<file path="src/gravity_pull_step_macros.svh">
// ---------------------------------------------------------------------------
// gravity_pull_step assertion macros
// shared concurrent assertion forms for the gravity pull step block
// ---------------------------------------------------------------------------
`ifndef GRAVITY_PULL_STEP_MACROS_SVH
`define GRAVITY_PULL_STEP_MACROS_SVH

// antecedent implies consequent in the same cycle
`define GPS_ASSERT_IMPLIES(lbl, ante, cons, msg) \
  lbl: assert property (@(posedge clk) disable iff (rst) (ante) |-> (cons)) \
    else $error(msg);

// condition never holds outside reset
`define GPS_ASSERT_NEVER(lbl, cond, msg) \
  lbl: assert property (@(posedge clk) disable iff (rst) !(cond)) \
    else $error(msg);

`endif

</file>
<file path="src/gps_pkg.sv">
// ---------------------------------------------------------------------------
// gps_pkg
// shared constants and types of the gravity pull step block
// ---------------------------------------------------------------------------
`default_nettype none

package gps_pkg;

  // field widths
  localparam int CFG_W   = 16;
  localparam int MASS_W  = 16;
  localparam int STEP_W  = 32;
  localparam int APB_W   = 32;
  localparam int ADDR_W  = 2;
  localparam int SM_W    = 32;

  // fixed point shifts
  localparam int SQRT_SHIFT = 32;
  localparam int NUM_SHIFT  = 24;

  // quotient bits kept, above that is overflow
  localparam int QUOT_W = 33;

  // queue between front and back
  localparam int QUEUE_DEPTH  = 8;
  localparam int FRONT_STAGES = 3;

  // register addresses
  localparam logic [ADDR_W-1:0] ADDR_CONTACT = 2'd0;

  // result flags handed from back to top
  typedef struct packed {
    logic contact;
    logic sat;
  } gps_flags_t;

endpackage

`default_nettype wire

</file>
<file path="src/gps_queue.sv">
// ---------------------------------------------------------------------------
// gps_queue
// short fifo between front and back, drained every cycle it holds data
// ---------------------------------------------------------------------------
`default_nettype none

module gps_queue #(
  parameter int W = 8
) (
  input  logic         clk,
  input  logic         rst,
  input  logic         push,
  input  logic [W-1:0] push_data,
  output logic         pop,
  output logic [W-1:0] pop_data,
  output logic         busy
);

  localparam int D  = gps_pkg::QUEUE_DEPTH;
  localparam int AW = $clog2(D);

  logic [W-1:0]  mem [0:D-1];
  logic [AW-1:0] wr_ptr, rd_ptr;
  logic [AW:0]   level;

  // back side takes an entry whenever one is there
  assign pop      = (level != '0);
  assign pop_data = mem[rd_ptr];
  // leave room for the items in flight in the front
  assign busy     = (level >= (AW+1)'(D - gps_pkg::FRONT_STAGES));

  always_ff @(posedge clk) begin
    if (rst) begin
      wr_ptr <= '0;
      rd_ptr <= '0;
      level  <= '0;
    end else begin
      if (push) begin
        wr_ptr <= wr_ptr + 1'b1;
      end
      if (pop) begin
        rd_ptr <= rd_ptr + 1'b1;
      end
      level <= level + (AW+1)'(push) - (AW+1)'(pop);
    end
  end

  // storage
  always_ff @(posedge clk) begin
    if (push) begin
      mem[wr_ptr] <= push_data;
    end
  end

endmodule

`default_nettype wire

</file>
<file path="config.mk">
export PLATFORM = sky130hd
export DESIGN_NAME = gps_queue
export DESIGN_NICKNAME = d
export VERILOG_FILES = /design/src/gravity_pull_step_macros.svh /design/src/gps_pkg.sv /design/src/gps_queue.sv
export SDC_FILE = /design/constraint.sdc
export NUM_CORES = 1
export LEC_CHECK = 0
export BUFFER_PORTS_ARGS = -buffer_cell sky130_fd_sc_hd__buf_2
export CAP_MARGIN = 5
export CORE_AREA = 2 2 83 85
export DETAILED_ROUTE_END_ITERATION = 8
export DIE_AREA = 0 0 85 87
export HOLD_SLACK_MARGIN = 0.1
export PLACE_DENSITY = 0.66
export SYNTH_ARGS = -nofsm -noshare
export SYNTH_HDL_FRONTEND = slang
export SYNTH_SLANG_ARGS = --single-unit
</file>
<file path="constraint.sdc">
create_clock -name clk -period 6.35 [get_ports clk]
set_input_delay 0.3175 -clock clk [delete_from_list [all_inputs] [get_ports clk]]
set_output_delay 0.3175 -clock clk [all_outputs]
set_load 0.01 [all_outputs]
</file>
== After elaboration in Yosys (flattened, before gate mapping) ==
Memories as Yosys holds them, arrays and structs flattened. A register that Yosys moved wholly into a read port is not among the register bits.
Cells that the tools add are included.

* Register bits: 10
* RAM bits: 64
* Input bits: 11
* Output and inout bits: 10
* Word-level logic and storage cells: 14
* Memories kept: 1

{| class="wikitable"
|+ Memories
! memory !! words !! width !! read ports !! clocked after Yosys merged registers in !! write ports !! line !! source
|-
| mem || 8 || 8 || 1 || 1 || 1 || gps_queue.sv:22 || <nowiki>logic [W-1:0] mem [0:D-1];</nowiki>
|}

* Add/sub/neg operators: 4
* $lt $le $gt $ge: 1
* Multiplexer cells: 4
* Reduce and logical (&&, ||, !) cells: 1

{| class="wikitable"
|+ Operators by type and width
! cell !! count
|-
| $add 3x1->3 const B || 2
|-
| $mux 3 || 2
|-
| $add 4x1->4 || 1
|-
| $ge 4x3->1 const B || 1
|-
| $reduce_bool 4->1 || 1
|-
| $sub 4x1->4 || 1
|-
| $mux 1 || 2
|}

== Logic depth before layout (Yosys ltp) ==
* Depth after elaboration: 3
* Gate-level depth with buffers: 11
* Mapped depth without buffers: 11

== Worst setup path before layout ==
OpenSTA, ideal clock, no wires.

* Path type: reg-to-reg
* From: reg level[2]
* To: reg level[2]
* Setup time: 0.128 ns
* Data arrival time: 2.157 ns
* Slack: 4.065 ns
* Stages on the path, launching flop included: 12
* Buffers on the path: 0
* Path through: dfxtp_1 > inv_1 > ha_1 > nor3b_1 > inv_1 > ha_1 > inv_1 > ha_1 > inv_1 > fa_1 > xor2_1 > nor2_1

* Longest elaborated chain between the ends: 2

{| class="wikitable"
|+ Ends and longest elaborated chain
! what !! line !! source
|-
| start: declaration || gps_queue.sv:24 || <nowiki>logic [AW:0] level;</nowiki>
|-
| start signal: assignment || gps_queue.sv:44 || <nowiki>level <= level + (AW+1)'(push) - (AW+1)'(pop);</nowiki>
|-
| $reduce_bool 4->1 || gps_queue.sv:27 || <nowiki>assign pop = (level != '0);</nowiki>
|-
| via pop || gps_queue.sv:14 || <nowiki>output logic pop,</nowiki>
|-
| $sub 4x1->4 || gps_queue.sv:44 ||
|}

The timed path passes the listed nets, and every way through them passes these cells.
A chain may end at the register's enable or synchronous reset.

==> results.txt <==
----------------------------------------------------
[Worst hold path]
  Worst hold path class ... in2reg

[Pwr]
  Overall power ... 1.28 mW
  Internal Dissipation ... 927 uW
  Worst IR drop on VDD ... 0.000228 V
  Static Leak ... 1.21 nW
  Sequential fraction of design power ... 0.496
  Part of the total power dissipated in combinational logic ... 0.239
  Net switching share of the total power ... 0.276
  Switching component of the power ... 354 uW
  Clock power frac ... 0.265
  Power density over cell area ... 370 mW/mm^2

[Setup path]
  Reg-to-reg slack, setup ... 3.79 ns
  Stage delay of the slowest cell on the critical path ... 0.94 ns
  Top Family by Delay on Critical Path ... multiplexers
  Cell at the slowest stage of the critical path ... sky130_fd_sc_hd__dfxtp_1
  Worst path arrival time ... 2.36 ns
  Ordered list of cells on the worst path ... mux4_1, mux2_2, buf_2
  Sort of element at the start of the critical path ... register
  Crit path required time ... 6.03 ns
  Type of the setup path with the least slack ... reg2out
  Maximum fanout along the worst path ... 16
  Buffering stage count on the worst path with inverters included ... 1
  Critical path endpoint category ... output port

[Run status]
  Run status ... finished, final reports clean

[Cells and area]
  Total Nets Final ... 213
  Most frequent cells in the layout ... 64 x sky130_fd_sc_hd__edfxtp_1, 20 x sky130_fd_sc_hd__buf_2, 15 x sky130_fd_sc_hd__mux4_1, 15 x sky130_fd_sc_hd__nor2_1, 13 x sky130_fd_sc_hd__dfxtp_1
  Fill cell instance count of the final layout ... 518
  Synth-to-layout area growth ... 11.2%
  Antenna fix cells ... 0
  Non-filler instance count after layout ... 278
  Most frequent standard cell in the layout excluding fill and tap cells ... sky130_fd_sc_hd__edfxtp_1
  Share of cells above drive strength 1 ... 0.222

[GRT]
  Remaining Overflow, GRT ... 0
  Vias in the first global route ... 1568
  Antenna violations before repair ... 0
  Maximum number of pins on one net before global-route repair ... 17
  Global-route total usage across every layer ... 0.155
  First-pass GRT wire length ... 8280 um

[Timing]
  Final period util ... 0.421
  Max-slew violation count ... 0
  Slew Limit Headroom ... 0.347
  Worst clock skew on the final layout ... 0.00639 ns
  Hold Slack ... 0.246 ns
  Crit path setup slack, layout ... 3.68 ns
  Min Clock Period, post-route ... 2.67 ns
  Hold violation count in the final report ... 0
  Unrepaired setup endpoints after global routing ... no
  Setup violations, final ... 0
  Post-route setup TNS ... 0 ns
  Fmax ... 374 MHz
  Slew at the pin closest to its max-slew limit ... 0.976 ns

[Die]
  Top-Level Pins ... 21
  Core outline area ... 0.00657 mm^2
  Die width ... 85 um
  Number of rows in the core area ... 30
  Initial Utilization ... 0.474
  Die Outline Area ... 0.00740 mm^2
  Vertical die dimension ... 87 um

[Synthesis]
  Yosys cell types ... 27
  Ys flop type ... sky130_fd_sc_hd__edfxtp_1
  Average cell area after synthesis ... 18.7 um^2
  Synthesized netlist net count ... 186
  Number of synthesized flops with an enable pin ... 64
  Cell area after synthesis ... 0.00311 mm^2
  Proportion of synthesized flip-flops having asynchronous set or reset ... 0
  Part of the Yosys area used for sequential elements ... 0.702
  Synth Warn # ... 0
  Number of storage elements in the synthesis netlist ... 77
  Gate Count Post-Synth ... 166

[Placement]
  Final HPWL from detailed placement ... 3490 um
  Worst setup slack after placement ... 3.74 ns
  Placed cells ... 262
  Final GP Congestion ... 0.808
  Number of port buffers ... 20

[Detailed routing]
  DRC violation count after routing ... 0
  First-iteration detailed-routing DRC count ... 113
  Total length of routed wires ... 5310 um
  First-pass detailed-route iteration total ... 4
  Routed WL per cell ... 19.1 um
  Via count ... 1478
  DRT antenna net count ... 0
  Via/cell ratio ... 5.32

[Job]
  Max Cap Violations ... 0

[Clock tree]
  Number of clock sinks seen by CTS ... 77
  Cell at the root of the clock tree ... sky130_fd_sc_hd__clkbuf_8
  CTS max path bufs ... 2
  Number of buffers inserted during clock tree synthesis ... 9
  Post-CTS Resized ... 0
  Hold_buf cts ... 0
  Post-CTS clock slew at the launch and capture registers of the worst setup and hold paths ... 0.08 ns
  Source-to-sink clock delay at the later pin of the worst-skew pair ... 0.33 ns
  Buffers inserted by post-CTS timing repair ... 0
  H-tree levels ... 3
  Clock tree from TritonCTS ... done

----------------------------------------------------
-- stage by stage --
| step | area [um^2] | utilization |
|---|---|---|
| floorplan | 3110 | - |
| global placement | 3280 | 0.499 |
| finish | 3460 | 0.527 |
| detailed placement | 3280 | 0.499 |
| global route | 3460 | 0.527 |
| CTS | 3460 | 0.527 |
-- worst paths after layout --
kind	cells past startpoint	start	to
worst max-delay path	3	register	pop_data[2]
worst min-delay path	1	push_data[6]	mem[2][6]$_DFFE_PP_
worst max register to register	11	level[2]$_SDFF_PP0_	level[2]$_SDFF_PP0_
worst min register to register	2	rd_ptr[2]$_SDFFE_PP0N_	rd_ptr[2]$_SDFFE_PP0N_
-- final cells by class --
type                       count  area [um^2]  area share
inverter                       9         33.8     0.00976
tap                           80          100      0.0289
timing repair buffer          22          115      0.0333
sequential                    77         2180       0.631
clock buffer                  10          128      0.0369
multi-input combinational     74          847       0.245
clock inverter                 6         53.8      0.0156
-- power groups by stage --
stage / clock (mW) / sequential [mW] / combinational, mW
4_1_cts: 0.347 / 0.637 / 0.312
3_5_place_dp: 0 / 0.649 / 0.310
5_1_grt: 0.371 / 0.641 / 0.345
6_report: 0.340 / 0.635 / 0.306
3_3_place_gp: 0 / 0.644 / 0.285
2_1_floorplan: 0 / 0.608 / 0.265
-- synth_stat cells, types with 3 or more instances --
cell type,number,area [um^2]
sky130_fd_sc_hd__edfxtp_1,64,1920
sky130_fd_sc_hd__mux4_1,15,394
sky130_fd_sc_hd__nor2_1,15,56.3
sky130_fd_sc_hd__dfxtp_1,13,260
sky130_fd_sc_hd__inv_1,9,33.8
sky130_fd_sc_hd__ha_1,8,100
sky130_fd_sc_hd__mux2_2,8,90.1
sky130_fd_sc_hd__nand2_1,4,15.0
sky130_fd_sc_hd__nand2b_1,4,25.0
sky130_fd_sc_hd__a21oi_1,3,15.0
sky130_fd_sc_hd__xor2_1,3,26.3
-- logic make-up (layout without fill, tap and decap cells) --
logic type,count (synthesis),in the layout,synth area share
fa+ha+maj,9,9,0.0386
xor+xnor,4,4,0.0113
buf+inv,15,47,0.0261
mux,26,26,0.169
simple gates,29,29,0.0422
flops,77,77,0.702
compound gates,6,6,0.0109
-- sequential cells by signal (all words and copies together) (netlist names), named ones only --
| register | count |
|---|---|
| wr_ptr | 3 |
| level | 4 |
| rd_ptr | 3 |
| mem | 64 |
-- per-layer routing --
| metal | track usage | share of wire | up-vias |
|---|---|---|---|
| li1 | - | - | 699 |
| met1 | 0.196 | 0.44 | 750 |
| met2 | 0.259 | 0.52 | 24 |
| met3 | 0.0332 | 0.030 | 5 |
| met4 | 0.0693 | 0.011 | 0 |
| met5 | 0 | 0 | - |
Power figures use the tool's default switching activity.
