<file path="src/gravity_pull_step_macros.svh">
// ---------------------------------------------------------------------------
// gravity_pull_step assertion macros
// shared concurrent assertion forms for the gravity pull step block
// ---------------------------------------------------------------------------
`ifndef GRAVITY_PULL_STEP_MACROS_SVH
`define GRAVITY_PULL_STEP_MACROS_SVH

// antecedent implies consequent in the same cycle
`define GPS_ASSERT_IMPLIES(lbl, ante, cons, msg) \
  lbl: assert property (@(posedge clk) disable iff (rst) (ante) |-> (cons)) \
    else $error(msg);

// condition never holds outside reset
`define GPS_ASSERT_NEVER(lbl, cond, msg) \
  lbl: assert property (@(posedge clk) disable iff (rst) !(cond)) \
    else $error(msg);

`endif

</file>
<file path="src/gps_pkg.sv">
// ---------------------------------------------------------------------------
// gps_pkg
// shared constants and types of the gravity pull step block
// ---------------------------------------------------------------------------
`default_nettype none

package gps_pkg;

  // field widths
  localparam int CFG_W   = 16;
  localparam int MASS_W  = 16;
  localparam int STEP_W  = 32;
  localparam int APB_W   = 32;
  localparam int ADDR_W  = 2;
  localparam int SM_W    = 32;

  // fixed point shifts
  localparam int SQRT_SHIFT = 32;
  localparam int NUM_SHIFT  = 24;

  // quotient bits kept, above that is overflow
  localparam int QUOT_W = 33;

  // queue between front and back
  localparam int QUEUE_DEPTH  = 8;
  localparam int FRONT_STAGES = 3;

  // register addresses
  localparam logic [ADDR_W-1:0] ADDR_CONTACT = 2'd0;

  // result flags handed from back to top
  typedef struct packed {
    logic contact;
    logic sat;
  } gps_flags_t;

endpackage

`default_nettype wire

</file>
<file path="src/gps_front.sv">
// ---------------------------------------------------------------------------
// gps_front
// offsets, squared distance and contact classification of each item
// ---------------------------------------------------------------------------
`default_nettype none

module gps_front #(
  parameter int CB = 16
) (
  input  logic                       clk,
  input  logic                       rst,
  input  logic                       in_valid,
  input  logic [CB-1:0]              own_x,
  input  logic [CB-1:0]              own_y,
  input  logic [CB-1:0]              other_x,
  input  logic [CB-1:0]              other_y,
  input  logic [gps_pkg::MASS_W-1:0] mass,
  input  logic [2*gps_pkg::CFG_W-1:0] cd_sq,
  output logic                       push,
  output logic [CB:0]                dx,
  output logic [CB:0]                dy,
  output logic [gps_pkg::MASS_W-1:0] mass_out,
  output logic [2*CB+1:0]            d2,
  output logic                       contact
);

  localparam int W2    = 2 * CB + 2;
  localparam int CMP_W = (W2 > 2 * gps_pkg::CFG_W) ? W2 : 2 * gps_pkg::CFG_W;

  logic                       v1, v2;
  logic [CB:0]                dx1, dy1, dx2, dy2;
  logic [gps_pkg::MASS_W-1:0] mass1, mass2;
  logic [CB:0]                ax, ay;
  logic [W2-1:0]              d2_next, d2_2;

  // stage 1: exact offsets
  always_ff @(posedge clk) begin
    if (rst) begin
      v1 <= 1'b0;
    end else begin
      v1 <= in_valid;
    end
    dx1   <= {own_x[CB-1], own_x} - {other_x[CB-1], other_x};
    dy1   <= {own_y[CB-1], own_y} - {other_y[CB-1], other_y};
    mass1 <= mass;
  end

  // magnitudes and squared distance
  always_comb begin
    ax      = dx1[CB] ? (CB+1)'(-dx1) : dx1;
    ay      = dy1[CB] ? (CB+1)'(-dy1) : dy1;
    d2_next = W2'(W2'(ax) * W2'(ax)) + W2'(W2'(ay) * W2'(ay));
  end

  // stage 2
  always_ff @(posedge clk) begin
    if (rst) begin
      v2 <= 1'b0;
    end else begin
      v2 <= v1;
    end
    dx2   <= dx1;
    dy2   <= dy1;
    mass2 <= mass1;
    d2_2  <= d2_next;
  end

  // stage 3: contact test, coincidence always counts
  always_ff @(posedge clk) begin
    if (rst) begin
      push <= 1'b0;
    end else begin
      push <= v2;
    end
    dx       <= dx2;
    dy       <= dy2;
    mass_out <= mass2;
    d2       <= d2_2;
    contact  <= (CMP_W'(d2_2) <= CMP_W'(cd_sq));
  end

endmodule

`default_nettype wire

</file>
<file path="config.mk">
export PLATFORM = sky130hd
export DESIGN_NAME = gps_front
export DESIGN_NICKNAME = d
export VERILOG_FILES = /design/src/gravity_pull_step_macros.svh /design/src/gps_pkg.sv /design/src/gps_front.sv
export SDC_FILE = /design/constraint.sdc
export NUM_CORES = 1
export LEC_CHECK = 0
export BUFFER_PORTS_ARGS = -buffer_cell sky130_fd_sc_hd__buf_2
export CORE_ASPECT_RATIO = 1.4
export CORE_UTILIZATION = 55
export DETAILED_ROUTE_END_ITERATION = 7
export PLACE_DENSITY = 0.74
export SETUP_SLACK_MARGIN = 0.02
export SYNTH_ARGS = -nofsm -noshare
export SYNTH_HDL_FRONTEND = slang
export SYNTH_SLANG_ARGS = --single-unit
</file>
<file path="constraint.sdc">
create_clock -name clk -period 10.1 [get_ports clk]
set_input_delay 2.02 -clock clk [delete_from_list [all_inputs] [get_ports clk]]
set_output_delay 2.02 -clock clk [all_outputs]
set_load 0.01 [all_outputs]
</file>
## Yosys cells after proc, flatten, opt, wreduce, memory -nomap -nowiden

Index checks and enable logic that the tools add are counted.

| storage, ports and cells | value |
|---|---|
| input bits | 115 |
| flip-flop bits (word level) | 222 |

| cells by class | value |
|---|---|
| $add $sub $neg | 5 |
| multipliers | 2 |
| magnitude comparators | 1 |
| muxes and demuxes | 2 |

Operators by type and width:

| kind | count |
|---|---|
| 17-bit by 17-bit multiplier with 34-bit output | 2 |
| 34-bit adder | 1 |
| 34-bit by 32-bit less-or-equal comparator with 1-bit output | 1 |
| 17-bit two-way mux | 2 |
| 17-bit negation | 2 |
| 16-bit by 16-bit subtractor with 17-bit output | 2 |

## Logic depth before layout (Yosys ltp)

| logic depth | value |
|---|---|
| word-level depth | 4 |
| gate-level depth with buffers | 34 |
| mapped depth without buffers | 32 |

## Least setup slack after synthesis

No wires, ideal clock.

| timing | value |
|---|---|
| kind | flip-flop to flip-flop |
| start point | reg dx1[0] |
| end point | reg d2_2[30] |
| stages on the path, launching flop included | 32 |
| arrival | 8.481 ns |
| setup slack | 1.554 ns |
| setup time | 0.065 ns |
| cell sequence | dfxtp_1 -> clkbuf_1 -> inv_2 -> ha_1 -> nand2_1 -> or2_2 -> o21ai_0 -> xnor2_1 -> clkinv_1 -> nor2_1 -> inv_1 -> fa_1 -> inv_1 -> fa_1 -> inv_1 -> fa_1 -> inv_1 -> fa_1 -> fa_1 -> fa_1 -> fa_1 -> inv_1 -> fa_1 -> inv_1 -> ha_1 -> a21o_1 -> and3_1 -> a2111oi_0 -> nor2b_1 -> a21oi_1 -> or4b_2 -> nand4b_1 |

| on the way | value |
|---|---|
| cells in the longest elaborated chain, start to end | 4 |

Ends and longest elaborated chain:

| element | line | RTL |
|---|---|---|
| start, declared | gps_front.sv:31 | `logic [CB:0] dx1, dy1, dx2, dy2;` |
| start signal, assigned | gps_front.sv:43 | `dx1 <= {own_x[CB-1], own_x} - {other_x[CB-1], other_x};` |
| 17-bit negation | gps_front.sv:50 | `ax = dx1[CB] ? (CB+1)'(-dx1) : dx1;` |
| 17-bit two-way mux * | gps_front.sv:50 |  |
| 17-bit by 17-bit multiplier with 34-bit output * | gps_front.sv:52 | `d2_next = W2'(W2'(ax) * W2'(ax)) + W2'(W2'(ay) * W2'(ay));` |
| 34-bit adder * | gps_front.sv:52 |  |
| named net d2_next[30] | gps_front.sv:34 | `logic [W2-1:0] d2_next, d2_2;` |
| end signal, assigned | gps_front.sv:65 | `d2_2 <= d2_next;` |
| end, declared | gps_front.sv:34 |  |

The timed path passes the listed nets; every way through them passes the cells marked *.
A chain may end at the register's enable or synchronous reset.

## Worst setup path in the final report

| timing | value |
|---|---|
| start point | reg dy1[4] |
| end point | reg d2_2[30] |

| on the way | value |
|---|---|
| cells in the longest elaborated chain, start to end | 4 |

Ends and longest elaborated chain:

| element | line | RTL |
|---|---|---|
| start, declared | gps_front.sv:31 |  |
| start signal, assigned | gps_front.sv:44 | `dy1 <= {own_y[CB-1], own_y} - {other_y[CB-1], other_y};` |
| 17-bit negation | gps_front.sv:51 | `ay = dy1[CB] ? (CB+1)'(-dy1) : dy1;` |
| 17-bit two-way mux * | gps_front.sv:51 |  |
| 17-bit by 17-bit multiplier with 34-bit output * | gps_front.sv:52 |  |
| 34-bit adder * | gps_front.sv:52 |  |
| named net d2_next[30] | gps_front.sv:34 |  |

Marked as above.

==> flow_summary.yaml <==
status:
  outcome: "completed"
placement:
  routabilityCongestion: 0.9311
  numPortBuffers: 200
  place_ws_ns: 0.2738
  dpl.hpwl_um: 46970
worst_setup_path:
  reg2reg_depth: 26
  crit_buf_inv: 4
  cp-end-kind: "flip-flop"
  critical_path_peak_fanout: 11
  worstPathArrival_ns: 10.03
  r2r_end: "d2_2[30]"
  r2r_slack_ns: 0.53
  cp-start-kind: "flip-flop"
  max_stage_delay_ns: 0.63
  critical_path_depth: 26
  worstReg2RegStart: "dy1[4]"
  crit_family: "adder cells"
  cp_common_cell: "fa_1"
  crit_slowest_cell: "or4b_2"
  required_ns: 10.56
  critical_path_class: "reg -> reg"
finish:
  synthToLayoutAreaGrowth_pct: 11.16
  postLayoutCoreUtil_pct: 62.14
  nets: 3484
  antenna_cells: 0
  drive_above_1_share_pct: 10.86
  fillCellCount: 3664
timing:
  fmax_ghz: 0.1044
  finClkSkew_ns: 0.01809
  finalWorstSetupSlack_ns: 0.5253
  rsz0062_at_grt: "no"
  tightestPinTransition_ns: 1.047
  finalMaxSlewViolations: 0
  finalCritPeriodShare_pct: 94.80
  period_minus_slack_ns: 9.575
  final.setup.tns_ns: 0
  hold_viol_final: 0
  relSlewSlack_pct: 29.68
  setup-violations-final: 0
floorplanning:
  core-area_um2: 42320
  num_rows: 89
  die-area_um2: 43860
  die_h_um: 247.4
  io_pins: 201
  initial_utilization_pct: 55.90
  die-width_um: 177.3
grt:
  grt_antenna_before_repair: 0
  met1_usage_pct: 26.98
  grt_pass1_wl_um: 86800
  grt_util_met2_pct: 49.07
  grt_max_degree: 19
  grt_usage_pct: 25.69
  grt.busiest_layer: "met2"
  grt_pass1_vias: 18415
  use_met3_pct: 2.451
  gr-total-overflow: 0
clocking:
  insertion_delay_ns: 0.52
  cts_setup_buffers: 0
  clkSlewWorstSetupHoldPaths_ns: 0.07
  cts-root-buf: "clkbuf_16"
  clock-sinks: 222
  cts_tree: "built"
  clock_path_buffers: 3
  htreeDepth: 1
  cts_buffers: 22
min_path:
  min_to: "dy[8]"
  hold_class: "reg -> reg"
  worst_hold_startpoint: "dy2[8]"
  whs_path_depth: 0
synthesis:
  yosys_most_used_dff: "dfxtp_1"
  synth_area_um2: 23660
  synth_cells: 2422
  synth_edf_count: 0
  yosys.area.top_type_share_pct: 38.00
  synth.area.top_cells: "fa_1, dfxtp_1, ha_1, inv_1, nor2_1"
  synth-async-reset-ratio_pct: 0
  synth_top_area_cell: "fa_1"
  ys_types: 69
  seq_area_frac_synth_pct: 18.79
  synth.yosys.warnings: 0
  ys_ff_latch: 222
  avgSynthCellArea_um2: 9.767
routing:
  routedWlPerCell_um: 16.66
  dr.pass1.iters: 5
  postRouteAntennaNets: 0
  drt_iter0_markers: 817
  vias_per_cell: 5.219
  wl_um: 53760
  route.detailed.drc: 0
  vias: 16835
job:
  cap_violations: 0
==> Yosys cell counts, drive strengths merged (5+ instances only) <==
master and count:
inv 690, fa 449, ha 255, dfxtp 222, nor2 181, nand2 164
xnor2 60, a21oi 52, o21ai 42, a21o 37, xor2 34, clkbuf 32
nor3 19, o21a 15, nand4 13, and3 11, nand2b 11, nor2b 11
o31ai 9, a31oi 7, clkinv 7, or2 7, a2111oi 6, o41ai 6
or3 6, a211oi 5, nand3 5, o211ai 5, o31a 5, or4 5
==> routing by layer <==
metal / vias to the layer above / routed length [um]
li1: 7719 / -
met5: - / 0
met4: 0 / 3453
met2: 480 / 30320
met1: 8459 / 17780
met3: 177 / 2205
==> what timing repair did <==
item	in CTS	in global routing
gates resized for setup	0	2
hold buffers	0	0
setup endpoints to repair	0	3
==> sequential cells by signal (all words and copies together) (netlist names) <==
| signal | flops |
|---|---|
| push | 1 |
| mass2 | 16 |
| dx1 | 17 |
| v2 | 1 |
| d2 | 34 |
| dy | 17 |
| d2_2 | 34 |
| mass_out | 16 |
| mass1 | 16 |
| dy2 | 17 |
| v1 | 1 |
| dx2 | 17 |
| contact | 1 |
| dy1 | 17 |
| dx | 17 |
==> layout make-up <==
type                            count  area [um2]  share of cell area, %
Timing Repair Buffer              232        1241                  4.720
Tap cell                          546       683.2                  2.598
Clock inverter                      9       130.1                 0.4949
Sequential cell                   222        4444                  16.90
Clock buffer                       30       630.6                  2.398
Inverter                          697        2620                  9.964
Multi-Input combinational cell   1490       16540                  62.92
==> placed cells by master (no fill, tap or decap), types with 4 or more instances in the layout <==
| cell | netlist | routed |
|---|---|---|
| a211oi_1 | 5 | 5 |
| nor2_1 | 181 | 181 |
| o41ai_1 | 6 | 6 |
| and3_1 | 11 | 11 |
| buf_2 | 1 | 200 |
| o31ai_1 | 9 | 9 |
| nand2b_1 | 11 | 11 |
| a31oi_1 | 7 | 7 |
| or4_1 | 4 | 4 |
| xor2_1 | 34 | 33 |
| dfxtp_1 | 222 | 222 |
| a21o_1 | 37 | 37 |
| nand3_1 | 5 | 5 |
| nor2b_1 | 11 | 11 |
| xnor2_1 | 59 | 59 |
| clkinv_1 | 7 | 6 |
| clkbuf_8 | 0 | 5 |
| nor3_1 | 18 | 18 |
| a2111oi_0 | 6 | 6 |
| or3_1 | 5 | 5 |
| o21ai_0 | 42 | 42 |
| nand2_1 | 164 | 164 |
| nand4_1 | 13 | 13 |
| o211ai_1 | 5 | 5 |
| ha_1 | 255 | 255 |
| nor4_1 | 4 | 4 |
| o31a_1 | 4 | 4 |
| inv_1 | 684 | 684 |
| fa_1 | 449 | 449 |
| conb_1 | 2 | 24 |
| clkbuf_16 | 0 | 22 |
| a21oi_1 | 52 | 52 |
| or2_2 | 7 | 7 |
| o21a_1 | 15 | 15 |
| inv_2 | 6 | 6 |
| buf_4 | 0 | 32 |
| a21boi_0 | 4 | 4 |
==> through the flow <==
stage / hold WS (ns) / cells / cell area [um2]
after floorplan: 0.3096 / 2444 / 23740
after global placement: 0.3097 / 3187 / 25520
after detailed placement: 0.3121 / 3187 / 25520
after CTS: 0.3213 / 3226 / 26280
after global routing: 0.3238 / 3226 / 26290
final: 0.3172 / 3226 / 26290
==> logic make-up after synthesis <==
group                    Yosys count  synth area share [%]
adder cells (fa/ha/maj)          704                 51.49
XOR/XNOR                          94                 3.512
flip-flops                       222                 18.79
multiplexers                       1               0.04232
other                              2               0.03175
buffers and inverters            732                 11.65
AO/OA/AOI/OAI                    219                 6.189
AND/OR/NAND/NOR                  448                 8.299
==> how the worst max path moves through the flow <==
stage | from | end | slack [ns]
6_report | dy1[4] | d2_2[30] | 0.53
5_1_grt | dy1[4] | d2_2[30] | 0.04
4_1_cts | dy1[4] | d2_2[30] | 0.25
3_5_place_dp | dy1[4] | d2_2[30] | 0.27
3_3_place_gp | dy1[5] | d2_2[30] | 0.53
2_1_floorplan | dx1[0] | d2_2[30] | 1.55
Power is not shown: default switching activity piles up to over one toggle a cycle in this logic, so the estimate is an artifact.
